File: src/sv/value_noise_2d_cosine_top_macros.svh
// Assertion helpers used by the value noise back end (vn2c_back).
`ifndef VALUE_NOISE_2D_COSINE_TOP_MACROS_SVH
`define VALUE_NOISE_2D_COSINE_TOP_MACROS_SVH

// Property that holds at every clock edge outside reset.
`define VN2C_ASSERT(lbl, prop, msg) \
  lbl: assert property (@(posedge clk_i) disable iff (!rst_ni) (prop)) \
    else $error(msg);

// Antecedent in one cycle implies consequent in the next.
`define VN2C_ASSERT_NEXT(lbl, ante, cons, msg) \
  lbl: assert property (@(posedge clk_i) disable iff (!rst_ni) (ante) |=> (cons)) \
    else $error(msg);

`endif

File: src/sv/vn2c_fifo.sv
// ----------------------------------------------------------------------------
// vn2c_fifo
// Small register queue with the head word visible while not empty.
// ----------------------------------------------------------------------------
`default_nettype none

module vn2c_fifo #(
  parameter int unsigned WIDTH = 8,
  parameter int unsigned DEPTH = 4
) (
  input  wire logic                         clk_i,
  input  wire logic                         rst_ni,
  input  wire logic                         wr_i,
  input  wire logic [WIDTH-1:0]             wdata_i,
  input  wire logic                         rd_i,
  output logic      [WIDTH-1:0]             rdata_o,
  output logic                              empty_o,
  output logic                              full_o,
  output logic      [$clog2(DEPTH+1)-1:0]   count_o
);

  localparam int unsigned AW = $clog2(DEPTH);
  localparam int unsigned CW = $clog2(DEPTH+1);

  logic [WIDTH-1:0] mem_q [DEPTH];
  logic [AW-1:0]    wr_ptr_q, wr_ptr_d;
  logic [AW-1:0]    rd_ptr_q, rd_ptr_d;
  logic [CW-1:0]    count_q, count_d;
  logic             do_wr, do_rd;

  assign empty_o = (count_q == '0);
  assign full_o  = (count_q == CW'(DEPTH));
  assign count_o = count_q;
  assign rdata_o = mem_q[rd_ptr_q];
  assign do_wr   = wr_i & ~full_o;
  assign do_rd   = rd_i & ~empty_o;

  always_comb begin
    wr_ptr_d = do_wr ? AW'(wr_ptr_q + AW'(1)) : wr_ptr_q;
    rd_ptr_d = do_rd ? AW'(rd_ptr_q + AW'(1)) : rd_ptr_q;
    count_d  = CW'(count_q + CW'(do_wr) - CW'(do_rd));
  end

  always_ff @(posedge clk_i or negedge rst_ni) begin
    if (!rst_ni) begin
      wr_ptr_q <= '0;
      rd_ptr_q <= '0;
      count_q  <= '0;
    end else begin
      wr_ptr_q <= wr_ptr_d;
      rd_ptr_q <= rd_ptr_d;
      count_q  <= count_d;
    end
  end

  always_ff @(posedge clk_i) begin
    if (do_wr) begin
      mem_q[wr_ptr_q] <= wdata_i;
    end
  end

endmodule

`default_nettype wire

File: config.mk
export PLATFORM = sky130hd
export DESIGN_NAME = vn2c_fifo
export DESIGN_NICKNAME = d
export VERILOG_FILES = /design/src/sv/value_noise_2d_cosine_top_macros.svh /design/src/sv/vn2c_fifo.sv
export SDC_FILE = /design/constraint.sdc
export NUM_CORES = 1
export LEC_CHECK = 0
export BUFFER_PORTS_ARGS = -buffer_cell sky130_fd_sc_hd__buf_2
export CAP_MARGIN = 30
export CORE_UTILIZATION = 55
export CTS_CLUSTER_SIZE = 14
export DETAILED_ROUTE_END_ITERATION = 12
export PLACE_DENSITY = 0.82
export SETUP_SLACK_MARGIN = 0.3
export SLEW_MARGIN = 10
export SYNTH_ARGS = -nofsm -noshare
export SYNTH_HDL_FRONTEND = slang
export SYNTH_SLANG_ARGS = --single-unit
File: constraint.sdc
create_clock -name clk_i -period 2.5 [get_ports clk_i]
set_input_delay 0 -clock clk_i [delete_from_list [all_inputs] [get_ports clk_i]]
set_output_delay 0 -clock clk_i [all_outputs]
set_load 0.005 [all_outputs]
# == Word level (Yosys, flattened, before mapping) ==
# Memory sizes are Yosys's and may differ from the RTL's.
# Cells that the tools add are included.
# word_totals
ff_bits,7
mem_bits_rw,32
input_bits,12
out_inout_bits,13
word_cells,16
n_memories,1
# op_classes
n_addsub,4
n_eq_ne,1
mux,2
n_bitwise,4
reduce_logical,1
# memory_table
memory,depth,word_bits,rd,rd_clocked_by_memory_dff,write_ports,line,source
mem_q,4,8,1,0,1,vn2c_fifo.sv:25,logic [WIDTH-1:0] mem_q [DEPTH];
# op_table
op,n
$add 2x1->2 const B,2
$add 3x1->3,1
$eq 3x3->1 const B,1
$logic_not 3->1,1
$sub 3x1->3,1
$and 1x1->1,2
$mux 1,2
$not 1->1,2

# == Longest topological paths before layout ==
# logic_depth
ltp_word,5
mapped_depth,8
ltp_nobuf,8

# == Worst setup path after synthesis ==
# OpenSTA, ideal clock, no wires.
# synth_timing
kind,reg-to-reg
startpoint,"register count_q[1], in the netlist count_o[1]"
endpoint,"register count_q[2], in the netlist count_o[2]"
setup_ps,123
arrival_ps,1975
required_time_ps,2377
path_slack_ps,402
path_stages_with_launch,9
path_buffers,0
period_less_slack_ps,2098
path_cell_list,dfrtp_1 o31ai_1 inv_1 ha_1 inv_1 ha_1 fa_1 xnor2_1 xnor2_1
# synth_via
word_cells_on_any_way,8
classes_between,add/sub (2); eq/ne (1); bitwise (4); reduce/logical (1)
# synth_rtl
item,line,source
from (decl),vn2c_fifo.sv:28,"logic [CW-1:0] count_q, count_d;"
from (signal assigned),vn2c_fifo.sv:52,count_q <= count_d;
$logic_not 3->1,vn2c_fifo.sv:31,assign empty_o = (count_q == '0);
$not 1->1,vn2c_fifo.sv:36,assign do_rd = rd_i & ~empty_o;
$and 1x1->1,vn2c_fifo.sv:36,
net do_rd,vn2c_fifo.sv:29,"logic do_wr, do_rd;"
$sub 3x1->3,vn2c_fifo.sv:41,count_d = CW'(count_q + CW'(do_wr) - CW'(do_rd));
net count_d[2],vn2c_fifo.sv:28,
# The timed path passes the listed nets, and every way through them passes these cells.
# A chain may end at the register's enable or synchronous reset.

# == Final worst setup path ==
# Ends and elaborated chain as after synthesis.

==> metrics.txt <==
status finished clean; placed insts 136; Leak 0.7746 nW; Finished Layout Cells 159; total congestion overflow 0; final wirelength 2955 um; Worst-Skew Late Latency 0.32 ns; Via Count 907; Worst-Margin Slew 0.6021 ns; Port Buf Inserts 24; Worst setup EP type flip-flop; Fin. Hold Viols 0; Cells after Synth 83; Vias/cell 5.704; # rows 19; Sink Count 39; commonest non-fill, non-tap cell in the layout edfxtp_1; Core Region 2781 um^2; CP arrival 2.34 ns; DR iter-0 viols 43; commonest cells after routing, fill and taps aside 32 x edfxtp_1, 24 x buf_2, 11 x dlygate4sd3_1; root buffer cell clkbuf_4; critical path type flip-flop to flip-flop; DP HPWL 1915 um; routability cong. 0.7551; H-Tree Depth 2; initial antenna violation count 0; sequential-to-total area share from yosys stat 0.7001; Die Area 3172 um^2; Worst-path clk slew 0.10 ns; number of global-route vias before repair 943; Min-Delay Path Class input port to asynchronous set/reset pin; crit share post-route 0.8503; shortest period the worst path allows 2.126 ns; post-synthesis cell area 1623 um^2; share of cells above drive strength 1 0.3750; FF+latch count, synth 39; fillcell total 171; final setup fails 0; Routed Antenna Nets 0; Worst Slack Setup Final 0.3743 ns; drt pass-1 iters 4; Die Ht 56.32 um; Post-Place Worst Slack 0.2157 ns; # diodes 0; CTS tree yes; Fin Setup TNS 0 ns; Post-Syn Area per Cell 19.55 um^2; CTS max path bufs 2; CTS Buf Count 5; nets 146; global-route wire length before repair 4609 um; worst-path maximum fanout 5; maximum VDD drop 0.001015 V; clk_skew 0.006761 ns; Layout area overhead 23.90%; die width 56.32 um; P per Cell Area 1075 nW/um^2; Rel. slew slack 0.5986; post-synth cell types 18; Yosys Warn Count 0; GRT Overall Usage 0.2116; initial core utilization 0.5834; DRC viols 0; syn nets 102; WL/cell 18.58 um; Max Slew Vio Count 0; IO Count 25; largest net degree at the start of global routing 12; Worst EP required 2.71 ns; max cap viols 0; launching element type of the critical path flip-flop; fmax 470.4 MHz; RSZ-0062 raised after global routing no
## path summary, 6_finish.rpt
check,startpoint,to,slack (ns),depth (start not counted)
setup / recovery,count_o[1]$_DFF_PN0_,count_o[2]$_DFF_PN0_,0.37,8
hold / removal,rst_ni,rd_ptr_q[0]$_DFFE_PN0P_,0.04,2
setup reg to reg,count_o[1]$_DFF_PN0_,count_o[2]$_DFF_PN0_,0.37,8
hold reg to reg,wr_ptr_q[1]$_DFFE_PN0P_,wr_ptr_q[1]$_DFFE_PN0P_,0.62,2
max in group asynchronous,rst_ni,count_o[1]$_DFF_PN0_,2.29,2
min in group clk_i,wdata_i[7],mem_q[3][7]$_DFFE_PP_,0.43,2
## timing repair
action                                  4_1_cts  5_1_grt
endpoints found under the setup margin        1        1
resized for setup                             2        5
endpoints found under the hold margin        43        0
setup buffers                                 1        3
hold buffers                                 11        0
## cells by family after synthesis
logic type / count (synthesis) / share of synthesized area
AO/OA/AOI/OAI: 4 / 0.01928
flip-flops: 39 / 0.7001
adder cells (fa/ha/maj): 7 / 0.05860
multiplexers: 8 / 0.1110
XOR/XNOR: 4 / 0.02159
buffers and inverters: 8 / 0.02159
AND/OR/NAND/NOR: 13 / 0.06784
## state kept, by name, summed over array words and instances, names as in the netlist
name,flops
mem_q,32
rd_ptr_q,2
count_o,3
wr_ptr_q,2
## power by group
group,switching [mW],internal (mW)
clock network,0.173,0.104
logic,0.321,0.479
registers,0.202,0.884
total,0.696,1.47
## routing by layer
| metal | vias to the layer above | part of all wire | GRT usage |
|---|---|---|---|
| met4 | 0 | 0.025 | 0.08362 |
| met3 | 9 | 0.042 | 0.07373 |
| met5 | - | 0 | 0 |
| met2 | 30 | 0.51 | 0.3418 |
| met1 | 457 | 0.42 | 0.2646 |
| li1 | 411 | - | - |
## synthesized netlist by cell type
cell	number	area, um^2
o311ai_1	1	8.760
dfrtp_1	7	175.2
edfxtp_1	32	960.9
buf_4	1	7.510
ha_1	6	75.07
mux4_2	8	180.2
o211ai_1	2	15.01
inv_1	6	22.52
nand2_1	1	3.750
xnor2_1	4	35.03
nand4bb_1	2	22.52
o31ai_1	1	7.510
clkbuf_2	1	5.000
fa_1	1	20.02
nand2b_1	4	25.02
and3b_1	4	35.03
nor3b_4	1	18.77
nor3_1	1	5.000
## final cells by class
cell class / count / area [um^2] / area share
tap: 31 / 38.79 / 0.01929
clock buffer: 6 / 41.29 / 0.02054
sequential: 39 / 1140 / 0.5669
clock inverter: 2 / 7.507 / 0.003734
timing repair buffer: 39 / 285.3 / 0.1419
multi-input combinational: 36 / 475.5 / 0.2365
inverter: 6 / 22.52 / 0.01120
## worst max-delay path, stage by stage (launching register included)
cell	delay (ns)
dfrtp_2	0.47
o31ai_4	0.30
inv_1	0.07
ha_1	0.28
inv_1	0.05
ha_1	0.20
fa_2	0.36
xnor2_2	0.14
xnor2_1	0.14
## metrics by stage
stage | cell area, um^2 | utilization | power, mW | hold slack (ns)
after floorplan | 1623 | - | 1.473 | -0.2956
after global placement | 1769 | 0.6361 | 1.680 | -0.1644
after detailed placement | 1769 | 0.6361 | 1.740 | -0.1569
after CTS | 1949 | 0.7009 | 2.054 | 0.01454
after global routing | 2011 | 0.7229 | 2.301 | 0.03800
final | 2011 | 0.7229 | 2.162 | 0.03745
Power figures use the tool's default switching activity.
