### config.mk
export PLATFORM = sky130hd
export DESIGN_NAME = vn2c_front
export DESIGN_NICKNAME = d
export VERILOG_FILES = /design/src/sv/value_noise_2d_cosine_top_macros.svh /design/src/sv/vn2c_pkg.sv /design/src/sv/vn2c_front.sv
export SDC_FILE = /design/constraint.sdc
export NUM_CORES = 1
export LEC_CHECK = 0
export ABC_AREA = 1
export BUFFER_PORTS_ARGS = -buffer_cell sky130_fd_sc_hd__buf_2
export CAP_MARGIN = 15
export CORE_MARGIN = 4
export CORE_UTILIZATION = 50
export CTS_CLUSTER_SIZE = 30
export DETAILED_ROUTE_END_ITERATION = 8
export PLACE_DENSITY = 0.68
export SETUP_SLACK_MARGIN = 0.1
export SLEW_MARGIN = 5
export SYNTH_ARGS = -nofsm -noshare
export SYNTH_HDL_FRONTEND = slang
export SYNTH_SLANG_ARGS = --single-unit
### constraint.sdc
create_clock -name clk_i -period 13.45 [get_ports clk_i]
set_input_delay 1.345 -clock clk_i [delete_from_list [all_inputs] [get_ports clk_i]]
set_output_delay 1.345 -clock clk_i [all_outputs]
set_load 0.1 [all_outputs]
### src/sv/value_noise_2d_cosine_top_macros.svh
// Assertion helpers used by the value noise back end (vn2c_back).
`ifndef VALUE_NOISE_2D_COSINE_TOP_MACROS_SVH
`define VALUE_NOISE_2D_COSINE_TOP_MACROS_SVH

// Property that holds at every clock edge outside reset.
`define VN2C_ASSERT(lbl, prop, msg) \
  lbl: assert property (@(posedge clk_i) disable iff (!rst_ni) (prop)) \
    else $error(msg);

// Antecedent in one cycle implies consequent in the next.
`define VN2C_ASSERT_NEXT(lbl, ante, cons, msg) \
  lbl: assert property (@(posedge clk_i) disable iff (!rst_ni) (ante) |=> (cons)) \
    else $error(msg);

`endif

### src/sv/vn2c_pkg.sv
// ----------------------------------------------------------------------------
// vn2c_pkg
// Constants, types and the blend function of the value noise datapath.
// ----------------------------------------------------------------------------
`default_nettype none

package vn2c_pkg;

  localparam int unsigned ZOOM_W = 24;
  localparam int unsigned FRAC_W = 16;
  localparam logic [ZOOM_W-1:0] ZOOM_RESET = 24'd65536;

  localparam logic [31:0] HASH_MUL_Y = 32'd57;
  localparam int unsigned HASH_SHIFT = 13;
  localparam logic [31:0] HASH_K1 = 32'd60493;
  localparam logic [31:0] HASH_K2 = 32'd19990303;
  localparam logic [31:0] HASH_K3 = 32'd1376312589;

  localparam longint unsigned Q30_ONE = 64'd1 << 30;
  localparam longint unsigned HALF_PI_Q30 = 64'd1686629713;
  localparam longint unsigned COS_DENS [5] = '{64'd110, 64'd72, 64'd42, 64'd20, 64'd6};

  typedef logic signed [31:0] corner_t;
  typedef logic [30:0] weight_t;

  // Linear blend a + floor((b - a) * w / 2^30).
  function automatic corner_t blend(corner_t a, corner_t b, weight_t w);
    logic signed [32:0] diff;
    logic signed [64:0] prod;
    logic signed [64:0] q;
    diff = {b[31], b} - {a[31], a};
    prod = 65'(diff) * 65'($signed({34'd0, w}));
    q = prod >>> 30;
    return corner_t'(a + q[31:0]);
  endfunction

endpackage

`default_nettype wire

### src/sv/vn2c_front.sv
// ----------------------------------------------------------------------------
// vn2c_front
// Holds the zoom register and scales each accepted pixel into lattice space.
// ----------------------------------------------------------------------------
`default_nettype none

module vn2c_front #(
  parameter int unsigned COORD_BITS = 12
) (
  input  wire logic                                   clk_i,
  input  wire logic                                   rst_ni,
  input  wire logic                                   cfg_valid_i,
  input  wire logic [vn2c_pkg::ZOOM_W-1:0]            cfg_data_i,
  input  wire logic                                   push_i,
  input  wire logic [COORD_BITS-1:0]                  pixel_x_i,
  input  wire logic [COORD_BITS-1:0]                  pixel_y_i,
  input  wire logic                                   q_full_i,
  output logic                                        q_wr_o,
  output logic [2*(COORD_BITS+vn2c_pkg::ZOOM_W)-1:0]  q_data_o
);

  import vn2c_pkg::*;

  localparam int unsigned SW = COORD_BITS + ZOOM_W;

  logic [ZOOM_W-1:0] inv_zoom_q;
  logic [SW-1:0]     sx, sy;

  always_ff @(posedge clk_i or negedge rst_ni) begin
    if (!rst_ni) begin
      inv_zoom_q <= ZOOM_RESET;
    end else if (cfg_valid_i) begin
      inv_zoom_q <= cfg_data_i;
    end
  end

  assign sx       = SW'(pixel_x_i) * SW'(inv_zoom_q);
  assign sy       = SW'(pixel_y_i) * SW'(inv_zoom_q);
  assign q_wr_o   = push_i & ~q_full_i;
  assign q_data_o = {sy, sx};

endmodule

`default_nettype wire

# == Yosys cells after proc, flatten, opt, wreduce, memory -nomap -nowiden ==
# Index checks and enable logic that the tools add are counted.
# word_totals
ff_bits,24
in_bits,53
out_inout_bits,73
word_cells,5
# op_classes
n_mul,2
n_bitwise,2
# ops
operator,count
$mul 12x24->36,2
$and 1x1->1,1
$not 1->1,1

# == Longest topological paths before layout ==
# Gate-level depths: netlist of the first run.
# depth
ltp_word,2
depth_mapped,24
mapped_depth_nobuf,22

# == Worst setup path before layout of the first run ==
# OpenSTA, ideal clock, no wires.
# synth_path
path_type,input port to output port
start,input port pixel_y_i[3]
end,output port q_data_o[55] (netlist bit)
arrival_time_ns,6.590
t_required_ns,12.105
setup_slack_ns,5.515
stages,18
n_path_buf,1
path_cell_list,clkbuf_1 > nand2_1 > fa_1 > fa_1 > fa_1 > inv_1 > fa_1 > inv_1 > fa_1 > inv_1 > ha_1 > nand2_2 > inv_1 > a21oi_1 > nand2_2 > nand2_1 > nand2_2 > xor2_1
# synth_between
elab_chain_cells,1
# synth_rtl
element,line_no,source
from (decl),vn2c_front.sv:16,"input wire logic [COORD_BITS-1:0] pixel_y_i,"
$mul 12x24->36,vn2c_front.sv:38,assign sy = SW'(pixel_y_i) * SW'(inv_zoom_q);
to (decl),vn2c_front.sv:19,output logic [2*(COORD_BITS+vn2c_pkg::ZOOM_W)-1:0] q_data_o
# Every way passes these cells.

# == Worst setup path in the final report of the first run ==
# layout_path
start,input port pixel_y_i[6]
end,output port q_data_o[69] (netlist bit)
# Same word-level chain as after synthesis.

==> metrics.yaml, run 1 <==
largest_reg_flops: 24
seq_area_frac_synth_pct: 2.91
wl_per_cell_um: 14.5
die_height_um: 211
worst_path_largest_cell_delay_ns: 0.58
num_vias: 17181
dp_hpwl_mm: 42.6
critical-path-top-delay-family: "adder cells"
grt_pass1_vias: 18461
crit_cells: 21
slew_headroom_pct: 24.5
worst-path-buf-inv: 5
numPortBuffers: 125
synth_cell_types: 25
reg_top3: "inv_zoom_q: 24 flops"
core_sq_mm: 0.0408
crit_top_cell: "nand2_1"
drv_slew: 0
root_buffer: "clkbuf_16"
ctsHoldBuffers: 0
path_max_fanout: 24
die_w_um: 211
dieArea_sq_mm: 0.0447
syn_nets: 3604
initial_core_util_pct: 50.6
rsz0062_at_grt: "no"
cts_resized: 0
hold_depth: 1
syn_area_per_cell_sq_um: 6.98
finalHoldViolCount: 0
status: "completed"
yosys-top-cells-area: "fa_1, nand2_1, inv_1"
clkTransAtPathRegs_ns: 0.06
r2r_end: "inv_zoom_q[18]"
post-synth-top-area-cell: "fa_1"
worst_slew_pin_slew_ns: 1.13
worstHoldStart: "inv_zoom_q[0]"
post-cts-setup-buffer-count: 0
ys_ff_latch: 24
grt_overflow: 0
hold_path_class: "flop to flop"
synth_top_cell_area_share_pct: 42.6
slowest_stage: "fa_1"
wl_mm: 51.0
drc: 0
io_pins: 126
hold_end: "inv_zoom_q[0]"
drtPass1Iterations: 6
path_class: "input port to output pin"
finClkSkew_ns: 0
largest_register: "inv_zoom_q"
yosysWarnings: 0
reg2regPathDepth: 1
routabilityCongestion: 1.02
htreeDepth: 1
rrSetupSlack_ns: 12.00
fmax_mhz: 128
hold-worst-slack_ns: 0.515
critical_path.cell_chain: "buf_2 -> nand2_1 -> fa_1 -> inv_1 -> fa_1 -> fa_1 -> fa_1 -> inv_1 -> fa_1 -> inv_1 -> ha_1 -> nand2_1 -> nor2_2 -> and2_1 -> nand2_1 -> nand2_2 -> nand2_1 -> nand2_1 -> nand2_1 -> nand2_1 -> buf_2"
cts_made_buffers: 3
drtIter0Drc: 856
std_cell_rows: 74
grt_max_degree: 26
cts_tree: "yes"
setup-tns-final_ns: 0
postRouteAntennaNets: 0
startpoint_type: "input port"
min_period_over_period_pct: 58.0
clock-sinks: 24
post-route-min-period_ns: 7.80
grt_usage_pct: 23.9
final_cell_mix: "nand2_1, inv_1, fa_1"
setup.worst_path.end_class: "output pin"
nets: 3617
grt_pass1_wl_mm: 88.6
antenna_found_initial: 4
syn2layout_area_growth_pct: 4.75
layout_commonest_cell: "nand2_1"
worstPathArrival_ns: 6.46
cts_max_path_buffers: 2
viasPerCell: 4.90
insertion_delay_ns: 0.27
syn-instance-count: 2963
critical_path_required_ns: 12.10
drive_above_1_share_pct: 6.15
netlist_area_sq_mm: 0.0207
maxCapViolations: 0
setup_viol_count_final: 0
reg2reg_from: "inv_zoom_q[18]"
[cell usage after synthesis, drive strengths merged]
library cell,count
nand2,1053
inv,917
fa,440
ha,148
clkbuf,121
nor2,82
nand3,54
a21oi,42
mux2,24
xor2,24
dfrtp,23
nand4,9
xnor2,8
nor3,5
o21bai,5
a21o,2
buf,2
or2,2
and2,1
dfstp,1
[metrics by stage]
stage	area [sq um]	cells	setup slack (ns)	utilization, %
4_1_cts	21700	3507	5.66	53.0
6_report	21700	3509	5.65	53.0
5_1_grt	21700	3509	5.34	53.0
3_3_place_gp	21600	3503	5.73	52.8
3_5_place_dp	21600	3503	5.68	52.8
2_1_floorplan	20700	2963	5.51	-
[metal layers]
layer,vias to the layer above,track usage [%],wire (um)
li1,8207,-,-
met1,8361,31.3,21500
met2,522,42.5,25300
met3,87,2.31,2780
met4,4,6.73,1370
met5,-,0,27
[how the worst max path moves through the flow]
stage	startpoint	to	slack [ns]
finish	pixel_y_i[6]	q_data_o[69]	5.65
global route	pixel_y_i[3]	q_data_o[61]	5.34
CTS	pixel_x_i[6]	q_data_o[25]	5.66
detailed placement	pixel_y_i[3]	q_data_o[69]	5.68
global placement	pixel_y_i[6]	q_data_o[69]	5.73
floorplan	pixel_y_i[3]	q_data_o[55]	5.51
[area by class of cell]
class / count / area [sq um]
Antenna cell: 2 / 5.00
Clock buffer: 3 / 75.1
Clock inverter: 1 / 30.0
Fill cell: 4019 / 19200
Inverter: 917 / 3440
Multi-Input combinational cell: 1899 / 16200
Sequential cell: 24 / 602
Tap cell: 532 / 666
Timing Repair Buffer: 131 / 671
[cell families (layout without fill, tap and decap cells)]
kind of cell	Yosys count	count (layout)	synth area share (%)
AND/OR/NAND/NOR	1206	1206	22.7
buffers and inverters	1040	1052	18.9
adder cells (fa/ha/maj)	588	588	51.6
AO/OA/AOI/OAI	49	49	1.29
XOR/XNOR	32	32	1.36
multiplexers	24	24	1.31
flip-flops	24	24	2.91
other	0	2	0
Power of run 1 is left out: the tool's default activity adds up to more than one toggle a clock period on the data nets, which glitch-free logic cannot reach.
==> run 2, diff against run 1 <==
--- a/config.mk
+++ b/config.mk
@@ -12,7 +12,7 @@
 export CORE_UTILIZATION = 50
 export CTS_CLUSTER_SIZE = 30
 export DETAILED_ROUTE_END_ITERATION = 8
-export PLACE_DENSITY = 0.68
+export PLACE_DENSITY = 0.7
 export SETUP_SLACK_MARGIN = 0.1
 export SLEW_MARGIN = 5
 export SYNTH_ARGS = -nofsm -noshare
==> constraint.sdc (replaced) <==
create_clock -name clk_i -period 7.06 [get_ports clk_i]
set_input_delay 0.706 -clock clk_i [delete_from_list [all_inputs] [get_ports clk_i]]
set_output_delay 0.706 -clock clk_i [all_outputs]
set_load 0.1 [all_outputs]
==> metrics.yaml, run 2 (same netlist as run 1, synthesis figures left out) <==
root_buffer: "clkbuf_16"
grt_pass1_vias: 18842  # +2.1%
finalHoldViolCount: 0  # unchanged
status: "completed"
std_cell_rows: 74  # unchanged
die_w_um: 211  # unchanged
wl_per_cell_um: 14.3  # -1.6%
postRouteAntennaNets: 0  # unchanged
insertion_delay_ns: 0.26  # about the same
viasPerCell: 4.87  # -0.61%
setup.worst_path.end_class: "output pin"
hold_path_class: "input port to async pin"
die_height_um: 211  # unchanged
wl_mm: 50.5  # -0.95%
dp_hpwl_mm: 43.5  # +2.0%
reg_top3: "inv_zoom_q: 24 flops"
path_class: "flop to output pin"
setup_ws_ns: 0.387  # -5.26 ns
htreeDepth: 1  # unchanged
clkTransAtPathRegs_ns: 0.06  # about the same
worstPathArrival_ns: 5.97  # -0.49 ns
rsz0062_at_grt: "no"
numPortBuffers: 125  # unchanged
cts_tree: "yes"
grt_overflow: 0  # unchanged
slew_headroom_pct: 24.1  # -0.41 points
path_max_fanout: 25  # +4.2%
worst_slew_pin_slew_ns: 1.14  # +0.00618 ns
io_pins: 126  # unchanged
n_antenna_cell: 0  # -2
final_cells: 3531  # +0.63%
nets: 3641  # +0.66%
num_vias: 17184  # +0.017%
dieArea_sq_mm: 0.0447  # unchanged
cts_max_path_buffers: 2  # unchanged
setup-tns-final_ns: 0  # unchanged
post-route-min-period_ns: 6.67
grt_max_degree: 26  # unchanged
drc: 0  # unchanged
clock-sinks: 24  # unchanged
min_period_over_period_pct: 94.5
drv_slew: 0  # unchanged
grt_usage_pct: 23.7  # -0.23 points
largest_register: "inv_zoom_q"
dpl_cell_area_sq_mm: 0.0217  # +0.84%
startpoint_type: "flop"
setup_viol_count_final: 0  # unchanged
ctsHoldBuffers: 0  # unchanged
maxCapViolations: 0  # unchanged
initial_core_util_pct: 50.6  # unchanged
fin_area_sq_mm: 0.0218  # +0.82%
largest_reg_flops: 24  # unchanged
final_cell_mix: "nand2_1, inv_1, fa_1"
drtIter0Drc: 753  # -12%
routabilityCongestion: 0.904  # -11%
dp.cells: 3527  # +0.69%
finClkSkew_ns: 0  # unchanged
antenna_found_initial: 3  # -1
fmax_mhz: 150
syn2layout_area_growth_pct: 5.61
core_sq_mm: 0.0408  # unchanged
critical_path_required_ns: 6.35  # -5.75 ns
grt_pass1_wl_mm: 88.3  # -0.33%
cts_made_buffers: 3  # unchanged
post-place-ws_ns: 0.572  # -5.11 ns
drtPass1Iterations: 7  # +1
nFillCells: 3996  # -0.57%
layout_commonest_cell: "nand2_1"
drive_above_1_share_pct: 6.97  # +0.82 points
## run 2: per-stage QoR
| step | hold WS (ns) | utilization [%] |
|---|---|---|
| floorplan | 0.410 | - |
| global placement | 0.503 | 53.2 |
| detailed placement | 0.510 | 53.2 |
| CTS | 0.449 | 53.5 |
| global route | 0.487 | 53.5 |
| finish | 0.436 | 53.5 |
## run 2: routing by layer
metal,up-vias,track usage (%),routed length (um)
li1,8253,-,-
met1,8373,30.6,21200
met2,485,42.7,25500
met3,71,2.47,2640
met4,2,6.20,1200
met5,-,0,13
## run 2: layout make-up
cell class                      instances  area [sq um]  area share (%)
Tap cell                              532           666            3.05
Multi-Input combinational cell       1899         16200            74.0
Inverter                              917          3440            15.8
Clock inverter                          1          30.0           0.138
Timing Repair Buffer                  155           851            3.90
Sequential cell                        24           604            2.77
Clock buffer                            3          75.1           0.344
## run 2: worst paths after layout
kind                           startpoint        endpoint  depth (start not counted)  slack, ns
min in group clk_i          inv_zoom_q[8]   inv_zoom_q[8]                          1       0.52
hold / removal                     rst_ni  inv_zoom_q[20]                          1       0.44
setup reg to reg           inv_zoom_q[21]  inv_zoom_q[21]                          1       5.60
setup / recovery           inv_zoom_q[21]    q_data_o[64]                         19       0.39
hold reg to reg             inv_zoom_q[8]   inv_zoom_q[8]                          1       0.52
max in group asynchronous          rst_ni   inv_zoom_q[5]                          1       6.20
## run 2: timing repair
action / 4_1_cts / 5_1_grt
setup buffers: 0 / 0
endpoints found under the setup margin: 0 / 3
endpoints found under the hold margin: 0 / 0
gates resized for setup: 0 / 2
## run 2: critical path, stage by stage (launching register included)
cell	delay, ns
dfrtp_1	1.09
nand2_1	0.19
fa_1	0.58
inv_1	0.06
fa_1	0.48
fa_1	0.52
fa_1	0.50
inv_1	0.05
fa_1	0.49
inv_1	0.05
ha_1	0.38
nand2_1	0.13
nor2_1	0.27
nand2_1	0.13
nor2_1	0.10
nand2_1	0.07
nand3_1	0.08
nand2_1	0.05
nand2_1	0.05
buf_2	0.41
Power of run 2 is left out for the same reason.
==> run 3, diff against run 2 <==
--- a/config.mk
+++ b/config.mk
@@ -13,6 +13,7 @@
 export CTS_CLUSTER_SIZE = 30
 export DETAILED_ROUTE_END_ITERATION = 8
 export PLACE_DENSITY = 0.7
+export REMOVE_ABC_BUFFERS = 1
 export SETUP_SLACK_MARGIN = 0.1
 export SLEW_MARGIN = 5
 export SYNTH_ARGS = -nofsm -noshare
==> constraint.sdc (replaced) <==
create_clock -name clk_i -period 7.06 [get_ports clk_i]
set_input_delay 0.353 -clock clk_i [delete_from_list [all_inputs] [get_ports clk_i]]
set_output_delay 0.353 -clock clk_i [all_outputs]
set_load 0.1 [all_outputs]
==> metrics.yaml, run 3 (same netlist as run 1, synthesis figures left out) <==
status: "completed"
startpoint_type: "flop"
maxCapViolations: 0  # unchanged
finalHoldViolCount: 0  # unchanged
drtIter0Drc: 932  # +24%
numPortBuffers: 125  # unchanged
rrSetupSlack_ns: 5.61  # about the same
grt_pass1_wl_mm: 89.9  # +1.8%
dp_hpwl_mm: 43.0  # -1.2%
insertion_delay_ns: 0.27  # about the same
grt_pass1_vias: 18642  # -1.1%
grt_overflow: 0  # unchanged
cts_tree: "yes"
setup-tns-final_ns: 0  # unchanged
path_class: "flop to output pin"
initial_core_util_pct: 50.6  # unchanged
antenna_found_initial: 1  # -2
clkTransAtPathRegs_ns: 0.08  # +0.02 ns
io_pins: 126  # unchanged
largest_register: "inv_zoom_q"
drive_above_1_share_pct: 6.28  # -0.69 points
layout_commonest_cell: "nand2_1"
fmax_mhz: 156  # +3.8%
root_buffer: "clkbuf_16"
routabilityCongestion: 0.868  # -4.0%
reg_top3: "inv_zoom_q: 24 flops"
drv_slew: 0  # unchanged
slew_headroom_pct: 25.9  # +1.8 points
path_max_fanout: 25  # unchanged
hold_path_class: "input port to async pin"
cts_resized: 0  # unchanged
startpoint: "inv_zoom_q[7]"
die_w_um: 211  # unchanged
die_height_um: 211  # unchanged
core_sq_mm: 0.0408  # unchanged
syn2layout_area_growth_pct: 4.87
rsz0062_at_grt: "no"
cts_max_path_buffers: 2  # unchanged
clock-sinks: 24  # unchanged
htreeDepth: 1  # unchanged
post-route-min-period_ns: 6.43  # -0.246 ns
wl_per_cell_um: 14.7  # +2.6%
reg2reg_from: "inv_zoom_q[8]"
worst_slew_pin_slew_ns: 1.11  # -0.0268 ns
grt_max_degree: 26  # unchanged
min_period_over_period_pct: 91.0  # -3.5 points
worstPathArrival_ns: 6.07  # +0.10 ns
setup_viol_count_final: 0  # unchanged
drc: 0  # unchanged
dieArea_sq_mm: 0.0447  # unchanged
cts_made_buffers: 3  # unchanged
wl_mm: 51.5  # +2.0%
drtPass1Iterations: 5  # -2
finClkSkew_ns: 0  # unchanged
post-cts-setup-buffer-count: 0  # unchanged
std_cell_rows: 74  # unchanged
postRouteAntennaNets: 0  # unchanged
grt_usage_pct: 24.2  # +0.58 points
nets: 3621  # -0.55%
critical_path_required_ns: 6.71  # +0.36 ns
largest_reg_flops: 24  # unchanged
final_cell_mix: "nand2_1, inv_1, fa_1"
setup.worst_path.end_class: "output pin"
viasPerCell: 4.93  # +1.3%
ctsHoldBuffers: 0  # unchanged
n_antenna_cell: 0  # unchanged
num_vias: 17313  # +0.75%
[run 3: final cells by class]
| cell class | instances | area (sq um) |
|---|---|---|
| Clock buffer | 3 | 75.1 |
| Timing Repair Buffer | 135 | 701 |
| Inverter | 917 | 3440 |
| Tap cell | 532 | 666 |
| Fill cell | 3990 | 19100 |
| Sequential cell | 24 | 602 |
| Clock inverter | 1 | 30.0 |
| Multi-Input combinational cell | 1899 | 16200 |
[run 3: routing by layer]
layer / track usage (%) / wire, um / vias up
met5: 0 / 11 / -
met4: 5.95 / 1080 / 2
met3: 1.87 / 2710 / 85
met2: 43.6 / 25900 / 519
met1: 32.1 / 21800 / 8498
li1: - / - / 8209
[run 3: per-stage QoR]
stage | area, sq um | hold WS [ns] | setup WS [ns] | std cells | util (%)
global placement | 21600 | 0.387 | 0.945 | 3507 | 52.9
CTS | 21700 | 0.0974 | 0.641 | 3511 | 53.1
finish | 21700 | 0.0857 | 0.633 | 3511 | 53.1
global route | 21700 | 0.123 | 0.295 | 3511 | 53.1
detailed placement | 21600 | 0.400 | 0.983 | 3507 | 52.9
floorplan | 20200 | 0.0574 | 1.02 | 2840 | -
[run 3: worst paths after layout]
kind | endpoint | cells past startpoint
min | inv_zoom_q[14] | 1
max in group asynchronous | inv_zoom_q[21] | 1
max reg2reg | inv_zoom_q[8] | 1
min reg2reg | inv_zoom_q[16] | 1
max | q_data_o[24] | 19
min in group clk_i | inv_zoom_q[4] | 2
[run 3: worst max-delay path, cell delays in order, from the launching register on]
cell and delay, ns:
dfrtp_1 1.07, nand2_1 0.18, fa_1 0.64, fa_1 0.46, fa_1 0.55, inv_1 0.05, fa_1 0.50, inv_1 0.06
fa_1 0.48, inv_1 0.05, ha_1 0.37, nand2_1 0.14, nor2_1 0.17, nand3_1 0.10, nand3_1 0.19, nand2_1 0.13
nand2_1 0.08, nand2_1 0.05, nand2_1 0.07, buf_2 0.43
Power of run 3 is left out for the same reason.
